`config.mk`:
```
export PLATFORM = sky130hd
export DESIGN_NAME = cmt_front
export DESIGN_NICKNAME = d
export VERILOG_FILES = /design/src/rtl/core/cmt_pkg.sv /design/src/rtl/core/cmt_front.sv
export SDC_FILE = /design/constraint.sdc
export NUM_CORES = 1
export LEC_CHECK = 0
export BUFFER_PORTS_ARGS = -buffer_cell sky130_fd_sc_hd__buf_4
export CORE_MARGIN = 5
export CORE_UTILIZATION = 50
export DETAILED_ROUTE_END_ITERATION = 12
export GPL_ROUTABILITY_DRIVEN = 0
export PLACE_DENSITY_LB_ADDON = 0.08
export REMOVE_ABC_BUFFERS = 1
export SETUP_SLACK_MARGIN = 0.02
export SYNTH_ARGS = -nofsm -noshare
export SYNTH_HDL_FRONTEND = slang
export SYNTH_SLANG_ARGS = --single-unit
```
`constraint.sdc`:
```
create_clock -name aclk -period 6.55 [get_ports aclk]
set_clock_uncertainty 0.05 [all_clocks]
set_input_delay 0.3275 -clock aclk [delete_from_list [all_inputs] [get_ports aclk]]
set_output_delay 0.3275 -clock aclk [all_outputs]
set_load 0.01 [all_outputs]
```
`src/rtl/core/cmt_pkg.sv`:
```
package cmt_pkg;

    localparam int COORD_BITS_DEF = 16;
    localparam int ANGLE_BITS_DEF = 16;
    localparam int SCALE_SHIFT    = 24;
    localparam int CORDIC_ITERS   = 32;
    localparam int Z_BITS         = 32;
    localparam int GAIN_BITS      = 25;
    localparam int PADDR_BITS     = 5;
    localparam int AXIS_X_RESET   = 1000;

    // CORDIC gain in Q24, used to scale the opposite side of a ratio angle.
    localparam logic [GAIN_BITS-1:0] GAIN_Q24 = 25'd27628053;
    localparam logic [Z_BITS-1:0]    HALF_TURN_Z = 32'h8000_0000;

    typedef enum logic [2:0] {
        REG_APEX_X      = 3'd0,
        REG_APEX_Y      = 3'd1,
        REG_AXIS_X      = 3'd2,
        REG_AXIS_Y      = 3'd3,
        REG_CONE_RADIUS = 3'd4
    } reg_idx_t;

    typedef struct packed {
        logic cd_zero;
        logic rad_zero;
        logic pt_zero;
        logic mar_zero;
    } flags_t;

    localparam int FLAGS_BITS = $bits(flags_t);

    // Elementary angles atan(2^-i) in 32-bit binary units.
    function automatic logic [Z_BITS-1:0] atan_entry(input logic [4:0] idx);
        logic [Z_BITS-1:0] val;
        case (idx)
            5'd0:  val = 32'h20000000;
            5'd1:  val = 32'h12E4051E;
            5'd2:  val = 32'h09FB385B;
            5'd3:  val = 32'h051111D4;
            5'd4:  val = 32'h028B0D43;
            5'd5:  val = 32'h0145D7E1;
            5'd6:  val = 32'h00A2F61E;
            5'd7:  val = 32'h00517C55;
            5'd8:  val = 32'h0028BE53;
            5'd9:  val = 32'h00145F2F;
            5'd10: val = 32'h000A2F98;
            5'd11: val = 32'h000517CC;
            5'd12: val = 32'h00028BE6;
            5'd13: val = 32'h000145F3;
            5'd14: val = 32'h0000A2FA;
            5'd15: val = 32'h0000517D;
            5'd16: val = 32'h000028BE;
            5'd17: val = 32'h0000145F;
            5'd18: val = 32'h00000A30;
            5'd19: val = 32'h00000518;
            5'd20: val = 32'h0000028C;
            5'd21: val = 32'h00000146;
            5'd22: val = 32'h000000A3;
            5'd23: val = 32'h00000051;
            5'd24: val = 32'h00000029;
            5'd25: val = 32'h00000014;
            5'd26: val = 32'h0000000A;
            5'd27: val = 32'h00000005;
            5'd28: val = 32'h00000003;
            5'd29: val = 32'h00000001;
            5'd30: val = 32'h00000001;
            default: val = 32'h00000000;
        endcase
        return val;
    endfunction

endpackage

```
`src/rtl/core/cmt_front.sv`:
```
module cmt_front #(
    parameter int CB = cmt_pkg::COORD_BITS_DEF,
    parameter int W  = cmt_pkg::COORD_BITS_DEF + 28
) (
    input  logic                 aclk,
    input  logic                 en,
    input  logic signed [CB-1:0] apex_x,
    input  logic signed [CB-1:0] apex_y,
    input  logic signed [CB-1:0] axis_x,
    input  logic signed [CB-1:0] axis_y,
    input  logic        [CB-2:0] cone_radius,
    input  logic signed [CB-1:0] point_x,
    input  logic signed [CB-1:0] point_y,
    input  logic        [CB-2:0] margin,
    output logic signed [W-1:0]  cdx_s,
    output logic signed [W-1:0]  cdy_s,
    output logic signed [W-1:0]  pdx_s,
    output logic signed [W-1:0]  pdy_s,
    output logic signed [W-1:0]  rad_g,
    output logic signed [W-1:0]  mar_g,
    output cmt_pkg::flags_t      flags
);
    import cmt_pkg::*;

    logic signed [CB:0] cdx, cdy, pdx, pdy;
    logic [CB+GAIN_BITS-2:0] rad_prod, mar_prod;
    flags_t flags_next;

    logic signed [W-1:0] cdx_reg, cdy_reg, pdx_reg, pdy_reg, rad_g_reg, mar_g_reg;
    flags_t flags_reg;

    assign cdx = (CB+1)'(axis_x) - (CB+1)'(apex_x);
    assign cdy = (CB+1)'(axis_y) - (CB+1)'(apex_y);
    assign pdx = (CB+1)'(point_x) - (CB+1)'(apex_x);
    assign pdy = (CB+1)'(point_y) - (CB+1)'(apex_y);
    assign rad_prod = (CB+GAIN_BITS-1)'(cone_radius) * (CB+GAIN_BITS-1)'(GAIN_Q24);
    assign mar_prod = (CB+GAIN_BITS-1)'(margin) * (CB+GAIN_BITS-1)'(GAIN_Q24);

    always_comb begin
        flags_next.cd_zero  = (cdx == '0) && (cdy == '0);
        flags_next.rad_zero = (cone_radius == '0);
        flags_next.pt_zero  = (pdx == '0) && (pdy == '0);
        flags_next.mar_zero = (margin == '0);
    end

    always_ff @(posedge aclk) begin
        if (en) begin
            cdx_reg   <= W'(cdx) <<< SCALE_SHIFT;
            cdy_reg   <= W'(cdy) <<< SCALE_SHIFT;
            pdx_reg   <= W'(pdx) <<< SCALE_SHIFT;
            pdy_reg   <= W'(pdy) <<< SCALE_SHIFT;
            rad_g_reg <= W'(rad_prod);
            mar_g_reg <= W'(mar_prod);
            flags_reg <= flags_next;
        end
    end

    assign cdx_s = cdx_reg;
    assign cdy_s = cdy_reg;
    assign pdx_s = pdx_reg;
    assign pdy_s = pdy_reg;
    assign rad_g = rad_g_reg;
    assign mar_g = mar_g_reg;
    assign flags = flags_reg;

endmodule

```
# After elaboration in Yosys (flattened, before gate mapping)
# Index checks and enable logic that the tools add are counted.
dict set report totals {
  output_inout_bits 268
  elab_cells 24
  ff_bits 152
  inputBits 128
}
dict set report classes {
  n_mul 2
  n_addsub 4
  reduce_logical 8
}
# op count
set op_table {}
lappend op_table {{15-bit by 25-bit multiplier with 40-bit output (second input constant)} 2}
lappend op_table {{17-bit zero test} 4}
lappend op_table {{16-bit by 16-bit subtractor with 17-bit output} 4}
lappend op_table {{15-bit zero test} 2}
lappend op_table {{1-bit logical AND} 2}

# Depth between registers and ports, before layout
# Gate-level depths: netlist (run 1).
dict set report depth {
  word_depth 3
  mapped_depth 23
}

# Worst setup path before layout (run 1)
# No wires, ideal clock.
dict set report synth_path {
  path_kind {input-to-reg}
  startpoint {in margin[12]}
  endpoint {reg mar_g_reg[35], in the netlist mar_g[35] (data pin)}
  path_buffers 0
  arrival_time_ns 4.879
  stages 20
  path_slack_ns 1.356
  setup_ns 0.265
  cell_sequence {ha_1 -> inv_1 -> fa_1 -> inv_1 -> fa_1 -> inv_1 -> fa_1 -> fa_1 -> inv_1 -> ha_1 -> ha_1 -> a211o_1 -> a31oi_1 -> o21ai_0 -> o31a_1 -> a31oi_1 -> o31ai_1 -> a221oi_1 -> o21ai_0 -> xor2_1}
}
dict set report synth_via {
  elab_chain_cells 1
}
# element line
set synth_rtl {}
lappend synth_rtl {{start: declaration} cmt_front.sv:14} ;# input logic [CB-2:0] margin,
lappend synth_rtl {{15-bit by 25-bit multiplier with 40-bit output} cmt_front.sv:37} ;# assign mar_prod = (CB+GAIN_BITS-1)'(margin) * (CB+GAIN_BITS-1)'(GAIN_Q24);
lappend synth_rtl {{net mar_prod[35]} cmt_front.sv:26} ;# logic [CB+GAIN_BITS-2:0] rad_prod, mar_prod;
lappend synth_rtl {{end signal: assignment} cmt_front.sv:53} ;# mar_g_reg <= W'(mar_prod);
lappend synth_rtl {{end: declaration} cmt_front.sv:29} ;# logic signed [W-1:0] cdx_reg, cdy_reg, pdx_reg, pdy_reg, rad_g_reg, mar_g_reg;
# The timed path passes the listed nets, and every way through them passes these cells.
# A chain may end at the register's enable or synchronous reset.

# Worst setup path in the final report (run 1)
dict set report layout_path {
  startpoint {in margin[14]}
  endpoint {reg mar_g_reg[35], in the netlist mar_g[35] (data pin)}
}
# The elaborated chain is that of the path after synthesis.

==> results of run 1 <==
worst max-delay path by stage:
stage	end	slack (ns)
after global placement	mar_g[35]	0.64
after global routing	mar_g[30]	0.77
after CTS	mar_g[35]	1.02
after detailed placement	mar_g[35]	0.54
final	mar_g[35]	0.98
after floorplan	mar_g[35]	1.36
area by class of cell:
cell class | instances | area share, %
clock buffer | 18 | 1.83
clock inverter | 14 | 0.698
inverter | 434 | 6.94
multi-input combinational | 1422 | 58.9
sequential | 152 | 19.4
tap | 532 | 2.84
timing repair buffer | 292 | 9.35
cells by family (layout without fill, tap and decap cells):
family | Yosys count | count (layout)
XOR/XNOR | 118 | 118
AND/OR/NAND/NOR | 263 | 263
other | 1 | 104
flip-flops | 152 | 152
adder cells (fa/ha/maj) | 601 | 601
multiplexers | 1 | 1
buffers and inverters | 556 | 758
AO/OA/AOI/OAI | 335 | 335
report_power, final:
| part | switching (W) | leakage (nW) | total [W] | internal, W |
|---|---|---|---|---|
| logic | 0.00413 | 10.5 | 0.00713 | 0.00300 |
| clock network | 0.000457 | 0.291 | 0.00103 | 0.000572 |
| registers | 0.000119 | 1.49 | 0.00184 | 0.00173 |
metrics by stage:
stage	total power [W]	instances	hold slack (ns)	area [um2]
floorplan	0.00674	2008	0.376	20000
global placement	0.00890	2832	0.526	22900
detailed placement	0.00893	2832	0.530	22900
CTS	0.0100	2864	0.0311	23500
global route	0.0110	2864	0.0455	23500
finish	0.0100	2864	0.0657	23500
cell usage in the layout (no fill, tap or decap), drive strengths merged, types with 10 or more instances in the layout:
master and instances:
a211oi 11, a21o 50, a21oi 95, a31oi 17
buf 292, clkbuf 18, conb 104, edfxtp 152
fa 178, ha 423, inv 440, nand2 46
nand2b 17, nand3 13, nand4 14, nor2 77
nor2b 11, nor3 17, o21a 27, o21ai 56
o21bai 16, o31ai 10, or3 11, or4 10
xnor2 82, xor2 36
layer usage:
| layer | global-route usage, % | share of wire (%) | vias up |
|---|---|---|---|
| met2 | 38.7 | 45 | 551 |
| met3 | 5.49 | 8.2 | 77 |
| met1 | 33.0 | 44 | 7183 |
| met4 | 8.34 | 3.1 | 0 |
| li1 | - | - | 7222 |
| met5 | 0 | 0 | - |
worst max-delay path, cell delays in order:
cell,delay (ns)
buf_4,0.15
ha_1,0.21
inv_1,0.09
fa_1,0.48
inv_1,0.05
fa_1,0.47
inv_1,0.05
fa_1,0.40
fa_1,0.53
inv_1,0.05
ha_1,0.26
ha_1,0.35
a211o_1,0.27
a31oi_1,0.15
o21ai_0,0.10
o31a_1,0.28
a31oi_1,0.47
o31ai_1,0.25
a221oi_1,0.45
o21ai_0,0.16
xor2_1,0.17
==> key figures, run 1 <==
Logic synthesis
  – Largest family of logic cells by synthesized area: adder cells
  – Most numerous cell in the Yosys netlist: inv_1
  – Cell Area, Synth: 20,500 um2
  – Synth async-reset ratio: 0%
  – Post-synth top flop: edfxtp_1
  – Ys Warns: 0
  – Post-Synth XOR/XNOR Area: 5.03%
  – Mux cell area share after synthesis: less than 1%
  – Sequential share of the synthesized area: 22.2%
  – Distinct cells, synth: 66
  – Synth Area in Adders: roughly 43%
  – Ranking of synthesized cells by area: ha_1 (26%), edfxtp_1 (22%), fa_1 (17%), inv_1 (7.9%), buf_4 (4.2%)
  – Synth Register Bits: around 150
  – EDFF count, synth: 152
  – Fraction of the mapped netlist area in simple logic gates: under 10%
  – Mapped Avg Cell Area: 10.1 um2
  – Yosys top cell area share: approximately a quarter
  – Cells after Synth: around 2.0k
  – Complex-gate fraction of the synthesized area: a little over a tenth
  – Leading area contributor after synthesis: ha_1
  – Post-synth top cells: inv_1 (434), ha_1 (423), fa_1 (178)

Clock network
  – CTS Buf Count: 17
  – Post-CTS Setup Inserts: 0
  – Root Buffer: clkbuf_16
  – Post-CTS Resized: 0
  – Clock Tree Buf Depth: 2
  – TritonCTS clock tree: yes
  – Worst-path clk slew: 0.07 ns
  – Clk sink count: 152
  – Cts hold-fix bufs: 0
  – CTS H-tree depth: 4

Placement
  – HPWL after detailed placement: ~47 mm
  – Place WS: between 0.5 and 0.6 ns
  – Buffers added on ports: about 290

Layout
  – Core Util, Final: 57.6%
  – Fillers: about 3.6k
  – Area of the multi-input gates: around 14,000 um2
  – Share of layout cells above drive strength 1: around 15%
  – Area growth from synthesis to layout: 14.4%
  – FF/Latch Area: around 4600 um2
  – N_diodes: 0
  – Number of nets in the layout: approximately 3.0k

Global routing
  – Number of global-route vias before repair: ~15k
  – First-pass GRT wire length: between 80 and 90 mm
  – Antenna violations before repair: 0
  – Total congestion overflow: 0
  – Largest net degree at the start of global routing: 93
  – Gr usage total: about a quarter

Routing
  – Via density: roughly 5.2
  – DRC Markers: 0
  – Drt pass-1 iters: 5
  – Routed Wire Length: about 55 mm
  – Remaining antenna violation count: 0
  – Via count: about 15k
  – Avg WL per Cell: 19.2 um
  – DR iter-0 viols: 739

Floorplan
  – Chip Width: around 210 um
  – Core area: between 40,000 and 50,000 um2
  – I/O pin total: 396
  – Starting Density: 50.4%
  – Die Ht: ~210 um
  – Die ar.: roughly 45,000 um2
  – Row Count: between 70 and 80

Setup path
  – Required @ worst endpoint: 6.70 ns
  – CP startpoint: margin[14]
  – Crit. End Element: flip-flop
  – Kind of critical path: primary input to flip-flop
  – Worst-path fanout max: 9
  – Critical path startpoint category: primary input
  – CP Data Arrival Time: 5.72 ns

STA
  – Final Cycle Share: a little under nine tenths
  – Final Worst Setup Slack: 0.982 ns
  – Slew Limit Fails: 0
  – Setup-failing EPs final: 0
  – Rel. slew slack: between 20% and 30%
  – RSZ-0062 raised after global routing: false
  – Post-route setup TNS: 0 ns
  – Slew @ Worst Pin: around 1.1 ns
  – Minimum clock period: ~5.6 ns
  – Fin. Hold Viols: 0
  – Max Fclk: around 0.18 GHz

Outcome
  – Outcome: completed

Worst hold path
  – Hold Path Class: primary input to flip-flop
  – Min-Delay Endpoint: mar_g[0]
  – WHS Path Cells: 1
  – Min-delay src: margin[0]

Pwr
  – Peak VDD IR: between 0.0002 and 0.0003 V
  – Power Dens Cells: 426 nW/um2
  – Leak: roughly 12 nW

Flow run
  – MaxCap Viol Count: 0
Note: power is estimated with default switching activity, not from simulation.
==> run 2, diff against run 1 <==
--- a/config.mk
+++ b/config.mk
@@ -8,6 +8,7 @@
 export BUFFER_PORTS_ARGS = -buffer_cell sky130_fd_sc_hd__buf_4
 export CORE_MARGIN = 5
 export CORE_UTILIZATION = 50
+export CTS_BUF_LIST = sky130_fd_sc_hd__clkbuf_2
 export DETAILED_ROUTE_END_ITERATION = 12
 export GPL_ROUTABILITY_DRIVEN = 0
 export PLACE_DENSITY_LB_ADDON = 0.08
==> key figures, run 2 (synthesized netlist as in run 1, its figures left out) <==
STA
  – Max Fclk: 0.178 GHz (was 0.180 GHz)
  – Final Cycle Share: 86.0% (was 85.0%)
  – Fin. Hold Viols: 0 (unchanged)
  – RSZ-0062 raised after global routing: false (unchanged)
  – Slew @ Worst Pin: 1.04 ns (was 1.07 ns)
  – Setup-failing EPs final: 0 (unchanged)
  – Minimum clock period: 5.63 ns (was 5.57 ns)
  – Slew Limit Fails: 0 (unchanged)
  – Post-route setup TNS: 0 ns (unchanged)
  – Rel. slew slack: 29.9% (was 28.1%)

Routing
  – WL met2: 25.6 mm (was 24.5 mm)
  – Met3 wire len: 4.23 mm (was 4.52 mm)
  – Drt pass-1 iters: 5 (unchanged)
  – Top Layer Used: met4 (unchanged)
  – Via count: 15.7k (was 15.0k)
  – DR iter-0 viols: 836 (was 739)
  – DRC Markers: 0 (unchanged)
  – Routed Wire Length: 56.6 mm (was 55.0 mm)
  – Avg WL per Cell: 18.7 um (was 19.2 um)
  – Met1 WL: 25.1 mm (was 24.3 mm)
  – Via density: 5.19 (was 5.25)
  – Remaining antenna violation count: 0 (unchanged)

Worst hold path
  – Hold Path Class: primary input to flip-flop (unchanged)
  – Min-Delay Endpoint: mar_g[4] (was mar_g[0])
  – WHS Path Cells: 4 (was 1)
  – Min-delay src: margin[4] (was margin[0])

Clock network
  – Worst-path clk slew: 0.26 ns (was 0.07 ns)
  – Root Buffer: clkbuf_2 (was clkbuf_16)
  – Post-CTS Resized: 0 (unchanged)
  – Clk sink count: 152 (unchanged)
  – CTS Buf Count: 17 (unchanged)
  – Clock Tree Buf Depth: 2 (unchanged)
  – TritonCTS clock tree: yes (unchanged)
  – CTS H-tree depth: 4 (unchanged)

Layout
  – Commonest non-fill, non-tap cells in the layout: inv_1 (434), ha_1 (423), buf_4 (291), fa_1 (178), dlygate4sd3_1 (157) (was inv_1 (434), ha_1 (423), buf_4 (291), fa_1 (178), edfxtp_1 (152))
  – FF/Latch Area: 4560 um2 (unchanged)
  – Share of layout cells above drive strength 1: 13.8% (was 14.7%)
  – Area growth from synthesis to layout: 20.4% (was 14.4%)
  – Fillers: 3,531 (was 3,640)
  – Area of the multi-input gates: 13,800 um2 (unchanged)
  – Number of nets in the layout: 3,205 (was 3,048)
  – Post-route cell area: 24,700 um2 (was 23,500 um2)
  – Commonest non-fill, non-tap cell in the layout: inv_1 (unchanged)

Floorplan
  – Core area: 40,700 um2 (unchanged)
  – Starting Density: 50.4% (unchanged)
  – Row Count: 74 (unchanged)
  – I/O pin total: 396 (unchanged)
  – Die ar.: 45,200 um2 (unchanged)
  – Chip Width: 213 um (unchanged)
  – Die Ht: 213 um (unchanged)

Pwr
  – Peak VDD IR: 0.000253 V (was 0.000256 V)
  – Power Dens Cells: 392 nW/um2 (was 426 nW/um2)
  – Pwr Total: 0.00970 W (was 0.0100 W)
  – Leak: 12.8 nW (was 12.3 nW)

Placement
  – HPWL after detailed placement: 47.3 mm (unchanged)
  – Cell Area, Placed: 22,900 um2 (unchanged)
  – Buffers added on ports: 291 (unchanged)

Setup path
  – Critical path startpoint category: primary input (unchanged)
  – Required @ worst endpoint: 7.19 ns (was 6.70 ns)
  – Worst-path fanout max: 9 (unchanged)
  – Slowest cell on crit path: dlygate4sd3_1 (was fa_1)
  – Crit. End Element: flip-flop (unchanged)
  – CP Data Arrival Time: 6.27 ns (was 5.72 ns)
  – Critical path cell sequence: dlygate4sd3_1 -> buf_4 -> ha_1 -> inv_1 -> fa_1 -> inv_1 -> fa_1 -> inv_1 -> fa_1 -> fa_1 -> inv_1 -> ha_1 -> ha_1 -> a211o_1 -> a31oi_1 -> o21ai_0 -> o31a_1 -> a31oi_1 -> o31ai_1 -> a221oi_1 -> o21ai_0 -> xor2_1 (was buf_4 -> ha_1 -> inv_1 -> fa_1 -> inv_1 -> fa_1 -> inv_1 -> fa_1 -> fa_1 -> inv_1 -> ha_1 -> ha_1 -> a211o_1 -> a31oi_1 -> o21ai_0 -> o31a_1 -> a31oi_1 -> o31ai_1 -> a221oi_1 -> o21ai_0 -> xor2_1)
  – Kind of critical path: primary input to flip-flop (unchanged)
  – Max stage delay on crit path: 0.53 ns (about the same)

Global routing
  – Largest net degree at the start of global routing: 93 (unchanged)
  – First-pass GRT wire length: 87.8 mm (was 84.4 mm)
  – Number of global-route vias before repair: 16.3k (was 15.4k)
  – Gr usage total: 25.1% (was 24.3%)
  – Antenna violations before repair: 2 (was 0)
  – Total congestion overflow: 0 (unchanged)

Outcome
  – Outcome: completed (unchanged)

Flow run
  – MaxCap Viol Count: 0 (unchanged)
[run 2: cell count changes in the layout (fill, tap and decap cells not counted)]
| cell | delta |
|---|---|
| dlygate4sd3_1 | +157 |
| clkbuf_16 | -17 |
| clkbuf_2 | +18 |
| diode_2 | +3 |
| clkbuf_1 | -1 |
[run 2: cell type report]
cell class / instances / area share [%]
Tap cell: 532 / 2.69
Multi-Input combinational cell: 1422 / 56.0
Clock inverter: 14 / 0.663
Timing Repair Buffer: 449 / 15.2
Antenna cell: 3 / 0.0304
Inverter: 434 / 6.59
Sequential cell: 152 / 18.5
Clock buffer: 18 / 0.364
[run 2: worst max-delay path by stage]
stage,from,to
after detailed placement,margin[14],mar_g[35]
final,margin[14],mar_g[35]
after global placement,margin[14],mar_g[35]
after floorplan,margin[12],mar_g[35]
after CTS,margin[14],mar_g[35]
after global routing,margin[14],mar_g[32]
[run 2: repair_timing]
item	CTS	global route
hold endpoints to repair	172	0
buffers inserted	0	0
hold buffers	157	0
[run 2: per-stage QoR]
step	utilization, %	setup slack (ns)	std cells	hold WS, ns
5_1_grt	60.7	0.785	3024	0.0397
3_5_place_dp	56.2	0.542	2832	0.530
3_3_place_gp	56.2	0.636	2832	0.526
2_1_floorplan	-	1.36	2008	0.376
4_1_cts	60.7	1.08	3021	0.00210
6_report	60.7	0.919	3024	0.132
[run 2: report_power, final]
group          switching, W  total (W)  leakage, nW  internal [W]
combinational       0.00414    0.00726         11.2       0.00312
sequential         0.000120    0.00184         1.49       0.00172
clock              0.000412   0.000601        0.155      0.000190
[run 2: critical path: cells and delay by family]
kind	cells	cell delay [ns]
XOR/XNOR	1	0.16
AO/OA/AOI/OAI	8	2.15
buffers and inverters	6	0.94
adder cells (fa/ha/maj)	7	2.70
[run 2: per-layer routing]
layer / up-vias / track usage, %
met1: 7514 / 34.0
met2: 549 / 40.8
li1: 7537 / -
met3: 82 / 4.87
met5: - / 0
met4: 0 / 8.32
==> run 3, diff against run 2 <==
==> constraint.sdc (replaced) <==
create_clock -name aclk -period 4.6 [get_ports aclk]
set_clock_uncertainty 0.05 [all_clocks]
set_input_delay 0.23 -clock aclk [delete_from_list [all_inputs] [get_ports aclk]]
set_output_delay 0.23 -clock aclk [all_outputs]
set_load 0.01 [all_outputs]
==> key figures, run 3 (synthesized netlist as in run 1, its figures left out) <==
STA
  – RSZ-0062 raised after global routing: true (was false)
  – Max Fclk: about 0.22 GHz
  – Fin. Hold Viols: 0 (unchanged)
  – Minimum clock period: about 4.4 ns
  – Final Cycle Share: 96.7%
  – Setup-failing EPs final: 0 (unchanged)
  – Slew Limit Fails: 0 (unchanged)
  – Rel. slew slack: 45.0% (was 29.9%)
  – Slew @ Worst Pin: 0.815 ns (was 1.04 ns)
  – Hold slack: 0.0579 ns (was 0.132 ns)

Placement
  – DP Cell Count: 3,132 (was 2,832)
  – Buffers added on ports: 291 (unchanged)
  – HPWL after detailed placement: 50.5 mm (was 47.3 mm)

Clock network
  – Clock Tree Buf Depth: 2 (unchanged)
  – CTS Buf Count: 17 (unchanged)
  – Root Buffer: clkbuf_2 (unchanged)
  – Worst-path clk slew: 0.24 ns (was 0.26 ns)
  – TritonCTS clock tree: yes (unchanged)
  – Post-CTS Setup Inserts: 0 (unchanged)
  – Clk sink count: 152 (unchanged)
  – CTS H-tree depth: 4 (unchanged)

Setup path
  – Kind of critical path: primary input to flip-flop (unchanged)
  – Required @ worst endpoint: 5.23 ns (was 7.19 ns)
  – Kind of cell adding the most delay to the critical path: adder cells (unchanged)
  – Critical path startpoint category: primary input (unchanged)
  – Worst-path fanout max: 4 (was 9)
  – Slowest cell on crit path: fa_1 (was dlygate4sd3_1)
  – Critical path cell sequence: buf_4 -> ha_1 -> ha_1 -> fa_1 -> inv_1 -> fa_1 -> inv_1 -> fa_1 -> inv_1 -> fa_1 -> inv_1 -> ha_1 -> and4_1 -> nand2_2 -> nor4_1 -> a2111oi_1 -> a21oi_2 -> a21o_1 -> a21oi_1 -> xnor2_1 (was dlygate4sd3_1 -> buf_4 -> ha_1 -> inv_1 -> fa_1 -> inv_1 -> fa_1 -> inv_1 -> fa_1 -> fa_1 -> inv_1 -> ha_1 -> ha_1 -> a211o_1 -> a31oi_1 -> o21ai_0 -> o31a_1 -> a31oi_1 -> o31ai_1 -> a221oi_1 -> o21ai_0 -> xor2_1)
  – CP Data Arrival Time: 5.07 ns (was 6.27 ns)
  – Max stage delay on crit path: 0.55 ns (was 0.53 ns)
  – Crit. End Element: flip-flop (unchanged)
  – CP bufs+invs: 5 (was 6)

Pwr
  – Peak VDD IR: 0.000447 V (was 0.000253 V)
  – Power Dens Cells: 610 nW/um2 (was 392 nW/um2)
  – Leak: 14.4 nW (was 12.8 nW)

Flow run
  – MaxCap Viol Count: 0 (unchanged)

Routing
  – Remaining antenna violation count: 0 (unchanged)
  – DRC Markers: 0 (unchanged)
  – Routed Wire Length: 60.6 mm (was 56.6 mm)
  – DR iter-0 viols: 952 (was 836)
  – Avg WL per Cell: 18.1 um (was 18.7 um)
  – Drt pass-1 iters: 6 (was 5)
  – Via density: 5.11 (was 5.19)
  – Via count: 17.1k (was 15.7k)

Global routing
  – Total congestion overflow: 0 (unchanged)
  – Largest net degree at the start of global routing: 65 (was 93)
  – First-pass GRT wire length: 93.5 mm (was 87.8 mm)
  – Gr usage total: 26.6% (was 25.1%)
  – Antenna violations before repair: 2 (unchanged)
  – Number of global-route vias before repair: 17.8k (was 16.3k)

Outcome
  – Outcome: completed (unchanged)

Floorplan
  – Core area: 40,700 um2 (unchanged)
  – I/O pin total: 396 (unchanged)
  – Die Ht: 213 um (unchanged)
  – Die ar.: 45,200 um2 (unchanged)
  – Row Count: 74 (unchanged)
  – Starting Density: 50.4% (unchanged)
  – Chip Width: 213 um (unchanged)

Layout
  – FF/Latch Area: 4560 um2 (unchanged)
  – Commonest non-fill, non-tap cells in the layout: buf_4 (591), inv_1 (434), ha_1 (422), dlygate4sd3_1 (187), fa_1 (178) (was inv_1 (434), ha_1 (423), buf_4 (291), fa_1 (178), dlygate4sd3_1 (157))
  – Area of the multi-input gates: 13,900 um2 (was 13,800 um2)
  – Area growth from synthesis to layout: 33.1% (was 20.4%)
  – Number of nets in the layout: 3,535 (was 3,205)
  – Commonest non-fill, non-tap cell in the layout: buf_4 (was inv_1)
  – Share of layout cells above drive strength 1: 23.3% (was 13.8%)
  – Non-Filler Instances: 3,353 (was 3,024)
  – Fillers: 3,272 (was 3,531)
  – Core Util, Final: 67.1% (was 60.7%)

Worst hold path
  – Hold Path Class: primary input to flip-flop (unchanged)
[run 3: cell type report]
cell class / instances / share of cell area, %
Sequential cell: 152 / 16.7
Inverter: 434 / 5.96
Multi-Input combinational cell: 1422 / 50.9
Tap cell: 532 / 2.44
Clock buffer: 17 / 0.311
Antenna cell: 2 / 0.0183
Clock inverter: 15 / 0.591
Timing Repair Buffer: 779 / 23.1
[run 3: power by group]
group	total (W)	internal, W	switching, W	leakage [nW]
registers	0.00264	0.00245	0.000191	1.49
logic	0.0132	0.00650	0.00671	12.8
clock network	0.000838	0.000219	0.000618	0.139
total	0.0167	0.00917	0.00752	14.4
[run 3: per-layer routing]
layer | global-route usage (%) | routed length [um]
met5 | 0 | 0
met1 | 34.8 | 25700
met4 | 8.19 | 1600
met3 | 4.87 | 4530
met2 | 45.1 | 28800
[run 3: what timing repair did]
item	in CTS	in global routing
gates resized for setup	0	18
hold buffers	188	0
endpoints found under the setup margin	0	20
endpoints found under the hold margin	145	0
[run 3: final timing paths]
check / slack (ns) / end / start / depth (start not counted)
max: 0.15 / rad_g[38] / cone_radius[1] / 20
min: 0.06 / rad_g[4] / cone_radius[4] / 5
[run 3: per-stage QoR]
| stage | instance area, um2 | total power (W) | setup WS (ns) | setup TNS (ns) |
|---|---|---|---|---|
| finish | 27300 | 0.0167 | 0.154 | 0 |
| global route | 27300 | 0.0182 | 0.0139 | 0 |
| CTS | 27300 | 0.0165 | 0.0247 | 0 |
| detailed placement | 25100 | 0.0153 | -0.864 | -24.70 |
| global placement | 25100 | 0.0151 | -0.824 | -22.26 |
| floorplan | 20000 | 0.00960 | -0.497 | -6.25 |
